### config.mk
export PLATFORM = sky130hd
export DESIGN_NAME = awu_sqrt_cell
export DESIGN_NICKNAME = d
export VERILOG_FILES = /design/src/design/adamw_weight_update_macros.svh /design/src/design/awu_pkg.sv /design/src/design/awu_sqrt_cell.sv
export SDC_FILE = /design/constraint.sdc
export NUM_CORES = 1
export LEC_CHECK = 0
export BUFFER_PORTS_ARGS = -buffer_cell sky130_fd_sc_hd__buf_4
export CAP_MARGIN = 20
export CORE_UTILIZATION = 45
export CTS_CLUSTER_SIZE = 10
export DETAILED_ROUTE_END_ITERATION = 6
export GPL_TIMING_DRIVEN = 1
export PLACE_DENSITY = 0.8
export SLEW_MARGIN = 40
export SYNTH_ARGS = -nofsm -noshare
export SYNTH_HDL_FRONTEND = slang
export SYNTH_SLANG_ARGS = --single-unit
### constraint.sdc
create_clock -name clk -period 5.02 [get_ports clk]
set_input_delay 0.251 -clock clk [delete_from_list [all_inputs] [get_ports clk]]
set_output_delay 0.251 -clock clk [all_outputs]
set_load 0.05 [all_outputs]
### src/design/adamw_weight_update_macros.svh
// Assertion macros shared by the AdamW update design files.
// Depends on nothing; included by modules that carry concurrent checks.
`ifndef ADAMW_WEIGHT_UPDATE_MACROS_SVH
`define ADAMW_WEIGHT_UPDATE_MACROS_SVH

// The consequent may carry a constant cycle delay.
`define AWU_ASSERT_IMPL(lbl, ck, rn, ante, cons) \
	lbl: assert property (@(posedge ck) disable iff (!rn) (ante) |-> cons) \
		else $error("implication check failed");

// The condition must never be true outside reset.
`define AWU_ASSERT_NEVER(lbl, ck, rn, cond) \
	lbl: assert property (@(posedge ck) disable iff (!rn) !(cond)) \
		else $error("forbidden condition seen");

`endif

### src/design/awu_pkg.sv
// Shared types, constants and helpers for the AdamW weight update block.
// Depends on nothing; used by the step cells and the top level.
package awu_pkg;

	localparam int GDIV_STEPS = 32;
	localparam int SQRT_STEPS = 32;
	localparam int UDIV_STEPS = 34;
	localparam int LATENCY = 1 + GDIV_STEPS + 4 + SQRT_STEPS + 2 + UDIV_STEPS + 1;
	localparam int DEN_W = 41;

	localparam logic [24:0] ONE_Q24 = 25'h1000000;

	typedef enum logic [2:0] {
		REG_BETA_FIRST    = 3'd0,
		REG_BETA_SECOND   = 3'd1,
		REG_EPSILON       = 3'd2,
		REG_LEARNING_RATE = 3'd3,
		REG_DECAY_RATE    = 3'd4,
		REG_STEP_SIZE     = 3'd5,
		REG_BATCH_COUNT   = 3'd6
	} reg_idx_t;

	// Restoring division step state: remainder, numerator/quotient shifter, divisor.
	typedef struct packed {
		logic [DEN_W-1:0] rem;
		logic [63:0]      num;
		logic [DEN_W-1:0] den;
	} div_t;

	// Digit-by-digit square root step state.
	typedef struct packed {
		logic [32:0] rem;
		logic [31:0] root;
		logic [63:0] rad;
	} sqrt_t;

	// Item context while the gradient is divided.
	typedef struct packed {
		logic signed [31:0] w;
		logic signed [31:0] m;
		logic [63:0]        v;
		logic               neg;
		logic               last;
	} gctx_t;

	// Item context once the moments are known.
	typedef struct packed {
		logic signed [31:0] w;
		logic signed [32:0] k;
		logic signed [31:0] m;
		logic [63:0]        v;
		logic               last;
		logic               ovf;
		logic               zero;
	} uctx_t;

	function automatic logic [31:0] sat32(input logic signed [39:0] x);
		logic [31:0] r;
		if (x > 40'sd2147483647)
			r = 32'h7fffffff;
		else if (x < -40'sd2147483648)
			r = 32'h80000000;
		else
			r = x[31:0];
		return r;
	endfunction

	function automatic logic [24:0] clamp_one(input logic [24:0] f);
		return (f > ONE_Q24) ? ONE_Q24 : f;
	endfunction

endpackage

### src/design/awu_sqrt_cell.sv
// One step of the integer square root: consumes two radicand bits per cycle.
// Depends on awu_pkg for the sqrt_t step state.
module awu_sqrt_cell import awu_pkg::*; (
	input  logic  clk,
	input  sqrt_t din,
	output sqrt_t dout
);

	logic [34:0] cur;
	logic [34:0] trial;
	logic [34:0] diff;
	logic        take;
	sqrt_t       out_q;

	always_comb begin
		cur = {din.rem, din.rad[63:62]};
		trial = {1'b0, din.root, 2'b01};
		diff = cur - trial;
		take = (cur >= trial);
	end

	always_ff @(posedge clk) begin
		out_q.rem <= take ? diff[32:0] : cur[32:0];
		out_q.root <= {din.root[30:0], take};
		out_q.rad <= {din.rad[61:0], 2'b00};
	end

	assign dout = out_q;

endmodule

; Yosys cells after proc, flatten, opt, wreduce, memory -nomap -nowiden
; Index checks and enable logic that the tools add are counted.
[word_totals]
memories = 0
latch_bits = 0
elab_cells = 6
mem_bits_ro = 0
out_inout_bits = 129
ramBits = 0
register_bits = 127
[op_classes]
n_bitwise = 0
order_cmp = 1
n_eq_ne = 0
reduce_logical = 0
shifts = 0
multipliers = 0
n_mux = 1
add_sub_neg = 1
div = 0
[op_table]
columns = op, n
row1 = greater-or-equal comparator 35 x 34 -> 1 bit, 1
row2 = 2-to-1 mux 33 bit, 1
row3 = subtractor 33 bit, 1

; Logic depth before layout (Yosys ltp)
[depth]
depth_word = 2
depth_mapped = 14
depth_no_buf = 11

; Worst setup path after synthesis
; OpenSTA, ideal clock, no wires.
[synth_timing]
path_kind = input-to-reg
start = in din[69] (netlist name)
end = reg out_q (netlist bit dout[128])
cell_stages = 11
slack_ns = 2.515
arrival_ns = 2.383
path_buffers = 0
setup_time_ns = 0.122
cell_sequence = inv_1 > ha_1 > a211oi_2 > o21bai_1 > a21o_1 > a221o_1 > a221o_1 > a21o_1 > a21oi_2 > xor2_1 > a21oi_1
[synth_via]
elab_chain_cells = 2
word_cells_on_any_way = 3
classes_between = add/sub: 1 / order compare: 1 / mux: 1
[synth_lines]
columns = item, line
row1 = start: declaration, awu_sqrt_cell.sv:5  ; input sqrt_t din,
row2 = subtractor 33 bit or greater-or-equal comparator 35 x 34 -> 1 bit (tied branches), "awu_sqrt_cell.sv:18, awu_sqrt_cell.sv:19"
row3 = 2-to-1 mux 33 bit *, awu_sqrt_cell.sv:23  ; out_q.rem <= take ? diff[32:0] : cur[32:0];
row4 = end: declaration, awu_sqrt_cell.sv:13  ; sqrt_t out_q;
; Every way passes the cells marked *; elsewhere a longest branch is shown, timed or not.

; Final worst setup path
[layout_timing]
start = in din[64] (netlist name)
end = reg out_q (netlist bit dout[115])
; The elaborated chain is that of the path after synthesis.

==> run_results.csv <==
group,metric,value,unit
global_route,grt_pass1_vias,5591,
clocking,clk_pin_slew,60,ps
logic_synthesis,synth.distinct_cells,48,
global_route,grt_max_degree,18,
detailed_routing,dr.pass1.iters,7,
cells_and_area,fin_nets,1037,
logic_synthesis,synth_top_area_share,52.7,%
detailed_routing,wl_per_cell,20.0,um
timing,setup_violations,0,
floorplan,rows,37,
cells_and_area,area.growth.synth_to_final,79.5,%
timing,layout_min_cycle_time,3220,ps
clocking,cts_tree,"built",
cells_and_area,drive_above_1_share,34.3,%
worst_setup_path,required,5470,ps
placement,port_buffers,256,
timing,min_period_over_period,64.1,%
logic_synthesis,syn_area_per_cell,9.89,sq um
floorplan,core_region_area,0.0104,sq mm
timing,maxClockFrequency,311,MHz
logic_synthesis,ys_ff_latch,127,
detailed_routing,drc,0,
detailed_routing,wirelength,20.4,mm
global_route,grt_pass1_wl,30.6,mm
logic_synthesis,synth_top_area_cell,"dfxtp_1",
logic_synthesis,ys_seq_area_share,52.7,%
detailed_routing,route.vias.total,5349,
floorplan,io_pins,259,
logic_synthesis,netlist_top_cells_area,"dfxtp_1 53%, ha_1 8.8%, a21oi_1 5.8%",
hold_path,hold_path.class,"input pin to flip-flop",
worst_setup_path,critPathArrivalTime,3670,ps
run,maxCapViolations,0,
run_status,status,"completed",
clocking,clock-root-buffer,"clkbuf_8",
power,leakage,4.17,nW
timing,hold_viol,0,
placement,place.gp.congestion,0.825,
logic_synthesis,syn-cell-area,0.00483,sq mm
timing,grt_setup_unrepaired,"false",
worst_setup_path,path_class,"input pin to flip-flop",
logic_synthesis,yosysMostFrequentCell,"dfxtp_1",
worst_setup_path,start_kind,"input pin",
global_route,gr-usage-all-layers,36.7,%
clocking,cts-resized-gates,0,
power,power.total,0.00335,W
clocking,cts_setup_buffers,0,
global_route,grt_overflow_total,0,
logic_synthesis,synth_common_cells,"127 x dfxtp_1, 56 x a21oi_1, 42 x nor2_1",
worst_setup_path,endpoint_kind,"flip-flop",
placement,dp_hpwl,11.5,mm
clocking,cts_max_level,4,
logic_synthesis,synth_edf_count,0,
timing,finalMaxSlewViolations,0,
logic_synthesis,synth_top_flop_cell,"dfxtp_1",
timing,slew-limit-headroom,63.4,%
power,power.density,386,mW/mm^2
logic_synthesis,synthArstFlopShare,0,%
cells_and_area,fin_util,83.6,%
floorplan,die_height,106,um
clocking,clock_path_buffers,2,
power,vdd_ir_drop_max,248,uV
floorplan,die_area,0.0111,sq mm
detailed_routing,drt_iter0_markers,529,
global_route,antenna_found_initial,1,
detailed_routing,via_per_inst,5.23,
cells_and_area,largest_reg_flops,127,
cells_and_area,n_fill_cell,533,
timing,setup_tns,0,ps
clocking,cts_buffers,17,
detailed_routing,detail-route-antenna-nets,0,
timing,tightest_slew,545,ps
floorplan,start_util,46.6,%
floorplan,die_w,106,um
timing,worst_slack,1800,ps
logic_synthesis,synth_warnings,0,
worst_setup_path,crit_fanout,17,
placement,pre_cts_slack,1880,ps
cells_and_area,register_area,0.00254,sq mm
cells_and_area,multi_input_area,0.00205,sq mm
logic_synthesis,synth_cells,488,
clocking,cts.sinks,127,
[timing repair]
item                                    in CTS  in global routing
endpoints found under the setup margin       0                  0
hold endpoints to repair                   124                  0
hold buffers                               124                  0
[metal layers]
metal / global-route usage [%] / vias up / share of wire, %
met1: 37.8 / 2453 / 36
met2: 65.7 / 362 / 50
met5: 0 / - / 0
met4: 21.0 / 0 / 5.4
met3: 11.1 / 87 / 8.7
li1: - / 2447 / -
[path summary, 6_finish.rpt]
check	start	end	slack, ps	depth (start not counted)
setup / recovery	din[64]	dout[115]	1800	15
hold / removal	din[62]	dout[96]	40	3
[through the flow]
| stage | cell area (sq um) | hold slack, ps | std cells |
|---|---|---|---|
| after global placement | 6840 | 356 | 864 |
| final | 8670 | 38.0 | 1023 |
| after CTS | 8670 | 13.7 | 1022 |
| after global routing | 8670 | 40.9 | 1023 |
| after detailed placement | 6870 | 357 | 866 |
| after floorplan | 4830 | 279 | 489 |
[power breakdown]
| part | switching (W) | internal [W] | total (W) |
|---|---|---|---|
| logic | 0.000643 | 0.000381 | 0.00102 |
| clock network | 0.000503 | 0.000677 | 0.00118 |
| registers | 0.0000371 | 0.00111 | 0.00114 |
| total | 0.00118 | 0.00216 | 0.00335 |
[cells by family after synthesis]
group	synth area share, %
xor+xnor	5.08
other cells	0.0777
compound gates	17.1
mux	1.63
buf+inv	5.11
simple gates	9.51
flops	52.7
fa+ha+maj	8.81
[cell usage in the layout, fill, tap and decap left out, types with 16 or more instances in the layout]
cell type and n:
buf_4 257, dlygate4sd3_1 124, o21ai_0 20, inv_1 39, nand2_1 28, dfxtp_1 127
nor2_1 42, a21oi_1 56, clkbuf_16 16, xnor2_1 19, ha_1 34
[layout make-up]
class                   count  share of cell area (%)
diodes                      1                  0.0289
repair buffers            383                    36.9
multi-input cells         305                    23.7
inverters                  39                    1.69
flip-flops and latches    127                    29.3
clock inverters            14                    1.52
clock buffers              18                    4.94
well taps                 136                    1.96
[critical path, cell delays in order]
cell and delay [ps]:
dlygate4sd3_1 540, buf_4 110, inv_1 30, ha_1 330, o21ai_0 180, a211oi_2 370
nand2_1 120, a221o_1 340, a21oi_1 150, a21oi_1 130, o21ai_4 420, buf_8 240
buf_4 230, nor2_1 90, a21oi_1 140
Power figures use the tool's default switching activity.
