--- src/design/adamw_weight_update_macros.svh ---
// Assertion macros shared by the AdamW update design files.
// Depends on nothing; included by modules that carry concurrent checks.
`ifndef ADAMW_WEIGHT_UPDATE_MACROS_SVH
`define ADAMW_WEIGHT_UPDATE_MACROS_SVH

// The consequent may carry a constant cycle delay.
`define AWU_ASSERT_IMPL(lbl, ck, rn, ante, cons) \
	lbl: assert property (@(posedge ck) disable iff (!rn) (ante) |-> cons) \
		else $error("implication check failed");

// The condition must never be true outside reset.
`define AWU_ASSERT_NEVER(lbl, ck, rn, cond) \
	lbl: assert property (@(posedge ck) disable iff (!rn) !(cond)) \
		else $error("forbidden condition seen");

`endif

--- src/design/awu_pkg.sv ---
// Shared types, constants and helpers for the AdamW weight update block.
// Depends on nothing; used by the step cells and the top level.
package awu_pkg;

	localparam int GDIV_STEPS = 32;
	localparam int SQRT_STEPS = 32;
	localparam int UDIV_STEPS = 34;
	localparam int LATENCY = 1 + GDIV_STEPS + 4 + SQRT_STEPS + 2 + UDIV_STEPS + 1;
	localparam int DEN_W = 41;

	localparam logic [24:0] ONE_Q24 = 25'h1000000;

	typedef enum logic [2:0] {
		REG_BETA_FIRST    = 3'd0,
		REG_BETA_SECOND   = 3'd1,
		REG_EPSILON       = 3'd2,
		REG_LEARNING_RATE = 3'd3,
		REG_DECAY_RATE    = 3'd4,
		REG_STEP_SIZE     = 3'd5,
		REG_BATCH_COUNT   = 3'd6
	} reg_idx_t;

	// Restoring division step state: remainder, numerator/quotient shifter, divisor.
	typedef struct packed {
		logic [DEN_W-1:0] rem;
		logic [63:0]      num;
		logic [DEN_W-1:0] den;
	} div_t;

	// Digit-by-digit square root step state.
	typedef struct packed {
		logic [32:0] rem;
		logic [31:0] root;
		logic [63:0] rad;
	} sqrt_t;

	// Item context while the gradient is divided.
	typedef struct packed {
		logic signed [31:0] w;
		logic signed [31:0] m;
		logic [63:0]        v;
		logic               neg;
		logic               last;
	} gctx_t;

	// Item context once the moments are known.
	typedef struct packed {
		logic signed [31:0] w;
		logic signed [32:0] k;
		logic signed [31:0] m;
		logic [63:0]        v;
		logic               last;
		logic               ovf;
		logic               zero;
	} uctx_t;

	function automatic logic [31:0] sat32(input logic signed [39:0] x);
		logic [31:0] r;
		if (x > 40'sd2147483647)
			r = 32'h7fffffff;
		else if (x < -40'sd2147483648)
			r = 32'h80000000;
		else
			r = x[31:0];
		return r;
	endfunction

	function automatic logic [24:0] clamp_one(input logic [24:0] f);
		return (f > ONE_Q24) ? ONE_Q24 : f;
	endfunction

endpackage

--- src/design/awu_div_cell.sv ---
// One restoring division step: produces one quotient bit per cycle.
// Depends on awu_pkg for the div_t step state.
module awu_div_cell import awu_pkg::*; (
	input  logic clk,
	input  div_t din,
	output div_t dout
);

	logic [DEN_W:0]   shifted;
	logic [DEN_W:0]   diff;
	logic             take;
	div_t             out_q;

	always_comb begin
		shifted = {din.rem, din.num[63]};
		diff = shifted - {1'b0, din.den};
		take = (shifted >= {1'b0, din.den});
	end

	always_ff @(posedge clk) begin
		out_q.rem <= take ? diff[DEN_W-1:0] : shifted[DEN_W-1:0];
		out_q.num <= {din.num[62:0], take};
		out_q.den <= din.den;
	end

	assign dout = out_q;

endmodule

--- config.mk ---
export PLATFORM = sky130hd
export DESIGN_NAME = awu_div_cell
export DESIGN_NICKNAME = d
export VERILOG_FILES = /design/src/design/adamw_weight_update_macros.svh /design/src/design/awu_pkg.sv /design/src/design/awu_div_cell.sv
export SDC_FILE = /design/constraint.sdc
export NUM_CORES = 1
export LEC_CHECK = 0
export ABC_AREA = 1
export BUFFER_PORTS_ARGS = -buffer_cell sky130_fd_sc_hd__buf_2
export CELL_PAD_IN_SITES_DETAIL_PLACEMENT = 1
export CELL_PAD_IN_SITES_GLOBAL_PLACEMENT = 2
export CORE_UTILIZATION = 25
export CTS_CLUSTER_SIZE = 40
export DETAILED_ROUTE_END_ITERATION = 8
export PLACE_DENSITY = 0.78
export SYNTH_ARGS = -nofsm -noshare
export SYNTH_HDL_FRONTEND = slang
export SYNTH_SLANG_ARGS = --single-unit
--- constraint.sdc ---
create_clock -name clk -period 2.27 [get_ports clk]
set_input_delay 0.454 -clock clk [delete_from_list [all_inputs] [get_ports clk]]
set_output_delay 0.454 -clock clk [all_outputs]
set_load 0.02 [all_outputs]
-- Word level (Yosys, flattened, before mapping)
Index checks and enable logic that the tools add are counted.
- word-level logic and storage cells: 6
- output and inout bits: 146
- input port bits: 147
- register bits: 146
- magnitude comparators: 1
- muxes and demuxes: 1
- $add $sub $neg: 1
- operators with widths (operator ; count):
    >= comparator 42 x 41 -> 1 bit ; 1
    two-way mux 41 bit ; 1
    subtractor 41 bit ; 1

-- Longest topological paths before layout
Gate-level depths: netlist of run 1.
- depth after elaboration: 2
- mapped depth: 15
- mapped depth without buffers: 15

-- Worst setup path before layout of run 1
No wires, ideal clock.
- kind: input-to-reg
- from: input port din[104] (netlist name)
- to: register out_q, in the netlist dout[126]
- setup slack: 0.260 ns
- path buffers: 1
- data required time: 2.158 ns
- setup time: 0.112 ns
- arrival: 1.898 ns
- stages: 13
- path through: inv_1 > ha_1 > inv_1 > fa_1 > nand3_1 > nand3_2 > nand2_1 > nand3_2 > nand2_2 > nand2_8 > buf_4 > nand2_1 > nand2_1
- cells in the longest elaborated chain, start to end: 2
- elaborated cells between the ends (all ways): 3
- classes of those cells: add/sub: 1; order compare: 1; mux: 1
- ends and longest elaborated chain (item ; line ; source):
    start: declaration ; awu_div_cell.sv:5 ; input div_t din,
    subtractor 41 bit or >= comparator 42 x 41 -> 1 bit (tied branches) ; awu_div_cell.sv:16, awu_div_cell.sv:17 ;
    two-way mux 41 bit (*) ; awu_div_cell.sv:21 ; out_q.rem <= take ? diff[DEN_W-1:0] : shifted[DEN_W-1:0];
    end: declaration ; awu_div_cell.sv:12 ; div_t out_q;
Every way passes the cells marked *; elsewhere a longest branch is shown, timed or not.

-- Worst setup path in the final report of run 1
- from: input port din[104] (netlist name)
- to: register out_q, in the netlist dout[138]
Same word-level chain as after synthesis.

==> key figures, run 1 <==
Status
  • Status: finished, final reports clean

Power and ir drop
  • Power Dens Cells: 780 nW/µm²
  • Leak Pwr: 0.00587 µW
  • Worst VDD drop: 476 µV
  • Final Power: 8050 µW

Clocking
  • CTS Buf Count: 17
  • Number of H-tree levels: 4
  • Clock tree from TritonCTS: built
  • CTS Hold Buffers Added: 0
  • Buffer type at the clock tree root: clkbuf_16
  • Sink Count: 146
  • Clock buffer depth: 2
  • # Post-CTS Setup Buffers: 0
  • Worst-path clk slew: 0.09 ns
  • Post-CTS sizing: 0

Floorplanning
  • Starting density of the core: 25.6%
  • Die height: 169 µm
  • Core Footprint: 27100 µm²
  • Die ar.: 28400 µm²
  • # rows: 60
  • IO Count: 293
  • Die Width: 169 µm

Global routing
  • Grt ovf: 0
  • First-pass GRT wire length: 41100 µm
  • Initial antenna violation count: 0
  • Largest net degree at the start of global routing: 18
  • Gr usage total: 18.9%
  • Number of global-route vias before repair: 7787

Job
  • Max cap viols: 0

Detailed routing
  • DR pass1 iterations: 4
  • Post-DR vias/cell: 4.19
  • DR vias: 7468
  • WL per Instance: 14.9 µm
  • Iter 0 DRT Violations: 220
  • # DRC: 0
  • Antenna viol nets, final: 0
  • WL final: 26600 µm

Placement
  • # port buffers: 292
  • Dpl cell area: 9690 µm²
  • GPL Wtd Cong: 0.839
  • Dpl hpwl: 22100 µm

Final layout
  • Antenna fix cells: 0
  • Util after Layout: 38.1%
  • Area Growth Syn to Fin: 48.7%
  • Filler Cell Count: 3483
  • Final net count: 1587
  • Fin area: 10300 µm²
  • Share of cells above drive strength 1: 33.5%
  • Max FFs per register: 146

Logic synthesis
  • Ys async rst share: 0%
  • Distinct cells, synth: 30
  • Mapped Nets: 1174
  • Count leader, synth: nand2_1
  • Sequential area share after synthesis: 42.1%
  • Top cells by count, synth: 331 x nand2_1, 166 x inv_1, 146 x dfxtp_1
  • Ys Warns: 0
  • Mapped Area: 6940 µm²
  • Post-synth top area cell: dfxtp_1
  • Share of the synthesized area in the top cell type: 42.1%
  • Post-synthesis area per instance: 7.05 µm²
  • Syn Inst Count: 985
  • Top post-synthesis cells by area: dfxtp_1 42%, nand2_1 18%, inv_1 9.0%, ha_1 7.4%, nand3_1 6.4%
  • Post-synth top flop: dfxtp_1
  • Post-synth EDFFs: 0
  • Yosys reg bits: 146

Min path
  • HP Class: in2reg
  • WHS Endpoint: dout[7]
  • Hold Path Origin: din[7]
  • WHS Path Cells: 1

Timing
  • Final setup viols: 0
  • Hold WS: 0.113 ns
  • Slew headroom: 72.7%
  • Hold Violations, Final: 0
  • Worst-Margin Slew: 0.406 ns
  • Tmin final: 2.05 ns
  • Total negative setup slack: 0 ns
  • Fin. max-slew vios: 0
  • RSZ-0062 raised after global routing: no
  • Period Utilization, post-route: 90.3%
  • Max frequency: 0.488 GHz

Critical path
  • CP Max Fanout: 15
  • CP Class: in2reg
  • Setup crit end kind: flip-flop
  • Crit path required time: 2.65 ns
  • Setup crit start kind: input port
  • Worst path arrival time: 2.43 ns
==> worst max path at each step <==
stage                  start  slack (ns)         to
floorplan           din[104]        0.26  dout[126]
global placement     din[21]       -0.17  dout[138]
detailed placement  din[104]       -0.20  dout[138]
CTS                 din[104]        0.26  dout[138]
global route        din[104]        0.08  dout[138]
finish              din[104]        0.22  dout[138]
==> per-stage QoR <==
| step | worst slack, ns | cells |
|---|---|---|
| 4_1_cts | 0.257 | 1783 |
| 3_5_place_dp | -0.201 | 1751 |
| 5_1_grt | 0.0826 | 1783 |
| 3_3_place_gp | -0.175 | 1751 |
| 6_report | 0.220 | 1783 |
| 2_1_floorplan | 0.260 | 985 |
==> placed cells by master (no fill, tap or decap), types with 5 or more instances in the layout <==
cell,n
nand2_1,331
buf_2,292
inv_1,166
dfxtp_1,146
buf_4,111
nand3_1,89
nor2_1,71
ha_1,41
a21oi_1,33
xor2_1,22
clkbuf_16,17
o21ai_0,10
inv_2,9
nor2_2,9
nand3b_1,7
nor3_1,6
nand2_2,5
o21bai_1,5
inv_6,5
clkinv_8,5
==> report_power, final <==
group,total [µW],internal [µW],switching (µW)
Clock,3090,1700,1390
Sequential,2870,2810,59.1
Combinational,2100,819,1280
Total,8050,5330,2730
==> kinds of logic after synthesis <==
kind of cell | after synthesis | synth area share, %
AND/OR/NAND/NOR | 533 | 32.5
adder cells (fa/ha/maj) | 42 | 7.68
buffers and inverters | 187 | 10.6
AO/OA/AOI/OAI | 55 | 4.34
XOR/XNOR | 22 | 2.78
flip-flops | 146 | 42.1
==> cell type report <==
| cell class | count | area [µm²] | area share (%) |
|---|---|---|---|
| clock buffers | 17 | 425 | 4.12 |
| flip-flops and latches | 146 | 2920 | 28.3 |
| well taps | 372 | 465 | 4.51 |
| clock inverters | 15 | 216 | 2.10 |
| repair buffers | 406 | 2350 | 22.8 |
| inverters | 175 | 657 | 6.36 |
| multi-input cells | 652 | 3290 | 31.8 |
==> critical path, cell delays in order <==
cell and delay [ns]:
buf_2 0.10, inv_1 0.06, ha_1 0.14, inv_1 0.06
fa_1 0.41, buf_4 0.15, nand3_1 0.10, nand3_2 0.09
nand2_1 0.09, nand3_2 0.08, nand2_2 0.16, buf_4 0.28
nand3_1 0.15, nand2_1 0.09
==> metal layers <==
metal	wire (µm)	vias to the layer above	track usage [%]
met3	1290	23	3.86
li1	-	3841	-
met5	0	-	0
met1	12100	3409	23.2
met4	431	0	5.61
met2	12700	195	33.2
Note: power is estimated with default switching activity, not from simulation.
==> inputs of run 2 (changes only) <==
--- a/config.mk
+++ b/config.mk
@@ -12,7 +12,7 @@
 export CORE_UTILIZATION = 25
 export CTS_CLUSTER_SIZE = 40
 export DETAILED_ROUTE_END_ITERATION = 8
-export PLACE_DENSITY = 0.78
+export PLACE_DENSITY_LB_ADDON = 0.1
 export SYNTH_ARGS = -nofsm -noshare
 export SYNTH_HDL_FRONTEND = slang
 export SYNTH_SLANG_ARGS = --single-unit
==> key figures, run 2 (synthesis results as in run 1) <==
Final layout
  • Commonest non-fill, non-tap cell in the layout: nand2_1
  • Final net count: 1597
  • Fin cells: 1793
  • Register Area: 2920 µm²
  • Commonest non-fill, non-tap cells in the layout: 331 x nand2_1, 292 x buf_2, 166 x inv_1, 146 x dfxtp_1, 121 x buf_4
  • Antenna fix cells: 0
  • Multi-input gate area: 3290 µm²
  • Area Growth Syn to Fin: 48.8%
  • Share of cells above drive strength 1: 33.9%
  • Filler Cell Count: 3504
  • Max FFs per register: 146

Global routing
  • Largest net degree at the start of global routing: 23
  • Number of global-route vias before repair: 7705
  • First-pass GRT wire length: 41200 µm
  • Gr usage total: 19.0%
  • Initial antenna violation count: 1
  • Grt ovf: 0

Timing
  • RSZ-0062 raised after global routing: no
  • Period Utilization, post-route: 92.9%
  • Final setup viols: 0
  • Hold WS: 0.115 ns
  • Worst setup margin: 0.162 ns
  • Fin. max-slew vios: 0
  • Slew headroom: 75.0%
  • Hold Violations, Final: 0
  • Max frequency: 0.474 GHz
  • Worst-Margin Slew: 0.374 ns
  • Tmin final: 2.11 ns
  • Total negative setup slack: 0 ns

Placement
  • GPL Wtd Cong: 0.843
  • # port buffers: 292
  • Dpl hpwl: 22300 µm
  • Place WS: -0.271 ns
  • DP Cell Count: 1761

Floorplanning
  • Die height: 169 µm
  • Die Width: 169 µm
  • Core Footprint: 27100 µm²
  • Die ar.: 28400 µm²
  • # rows: 60
  • Starting density of the core: 25.6%
  • IO Count: 293

Detailed routing
  • # DRC: 0
  • Antenna viol nets, final: 0
  • DR pass1 iterations: 5
  • WL final: 26800 µm
  • WL per Instance: 15.0 µm
  • Iter 0 DRT Violations: 232
  • DR vias: 7411
  • Post-DR vias/cell: 4.13

Critical path
  • Setup crit start kind: input port
  • Worst setup path start: din[21]
  • CP Class: in2reg
  • Crit path required time: 2.65 ns
  • CP Max Fanout: 18
  • Worst path arrival time: 2.48 ns
  • Setup crit end kind: flip-flop
  • CP Capture Point: dout[129]

Clocking
  • Worst-path clk slew: 0.07 ns
  • CTS Hold Buffers Added: 0
  • Buffer type at the clock tree root: clkbuf_16
  • Post-CTS sizing: 0
  • # Post-CTS Setup Buffers: 0
  • CTS Buf Count: 17
  • Clock tree from TritonCTS: built
  • Number of H-tree levels: 4
  • Clock buffer depth: 2
  • Sink Count: 146

Job
  • Max cap viols: 0

Power and ir drop
  • Power Dens Cells: 756 nW/µm²
  • Worst VDD drop: 354 µV
  • Leak Pwr: 0.00588 µW

Status
  • Status: finished, final reports clean

Min path
  • HP Class: in2reg
-- run 2: final cells by class --
cell class	count	area share, %
Multi-Input combinational cell	652	31.8
Timing Repair Buffer	416	23.5
Clock inverter	13	1.13
Clock buffer	19	4.38
Inverter	175	6.36
Sequential cell	146	28.3
Tap cell	372	4.51
-- run 2: worst min path at each step --
stage	start	end	slack, ns	cells past startpoint
after floorplan	din[0]	dout[0]	0.48	0
after global placement	din[68]	dout[69]	0.56	1
after detailed placement	din[87]	dout[88]	0.56	1
after CTS	din[65]	dout[66]	0.1	1
after global routing	din[69]	dout[70]	0.09	1
final	din[65]	dout[66]	0.12	1
-- run 2: stage by stage --
stage | instance area (µm²) | power (µW) | utilization (%)
final | 10300 | 7810 | 38.1
after global routing | 10300 | 8270 | 38.1
after CTS | 10300 | 7970 | 38.1
after detailed placement | 9760 | 5050 | 36.0
after global placement | 9760 | 5030 | 36.0
after floorplan | 6940 | 4070 | -
-- run 2: per-layer routing --
layer | vias up | GRT usage, % | part of all wire, %
met5 | - | 0 | 0
met4 | 0 | 5.93 | 1.8
met3 | 24 | 3.44 | 4.7
met2 | 203 | 32.3 | 46
met1 | 3338 | 24.3 | 47
li1 | 3846 | - | -
-- run 2: worst max-delay path: stages --
cell and delay, ns:
buf_2 0.08, inv_1 0.05, ha_1 0.35, nand2_1 0.17, inv_1 0.07, a21oi_1 0.29
o21ai_1 0.16, inv_2 0.09, nand3_2 0.09, nand2_2 0.16, buf_4 0.29, nand3_1 0.13
nand2_1 0.08
-- run 2: power by group --
| group | leakage, µW | internal (µW) | total, µW | switching (µW) |
|---|---|---|---|---|
| logic | 0.00438 | 825 | 2100 | 1270 |
| clock network | 0.000269 | 1500 | 2850 | 1350 |
| registers | 0.00123 | 2810 | 2870 | 57.2 |
| total | 0.00588 | 5140 | 7810 | 2680 |
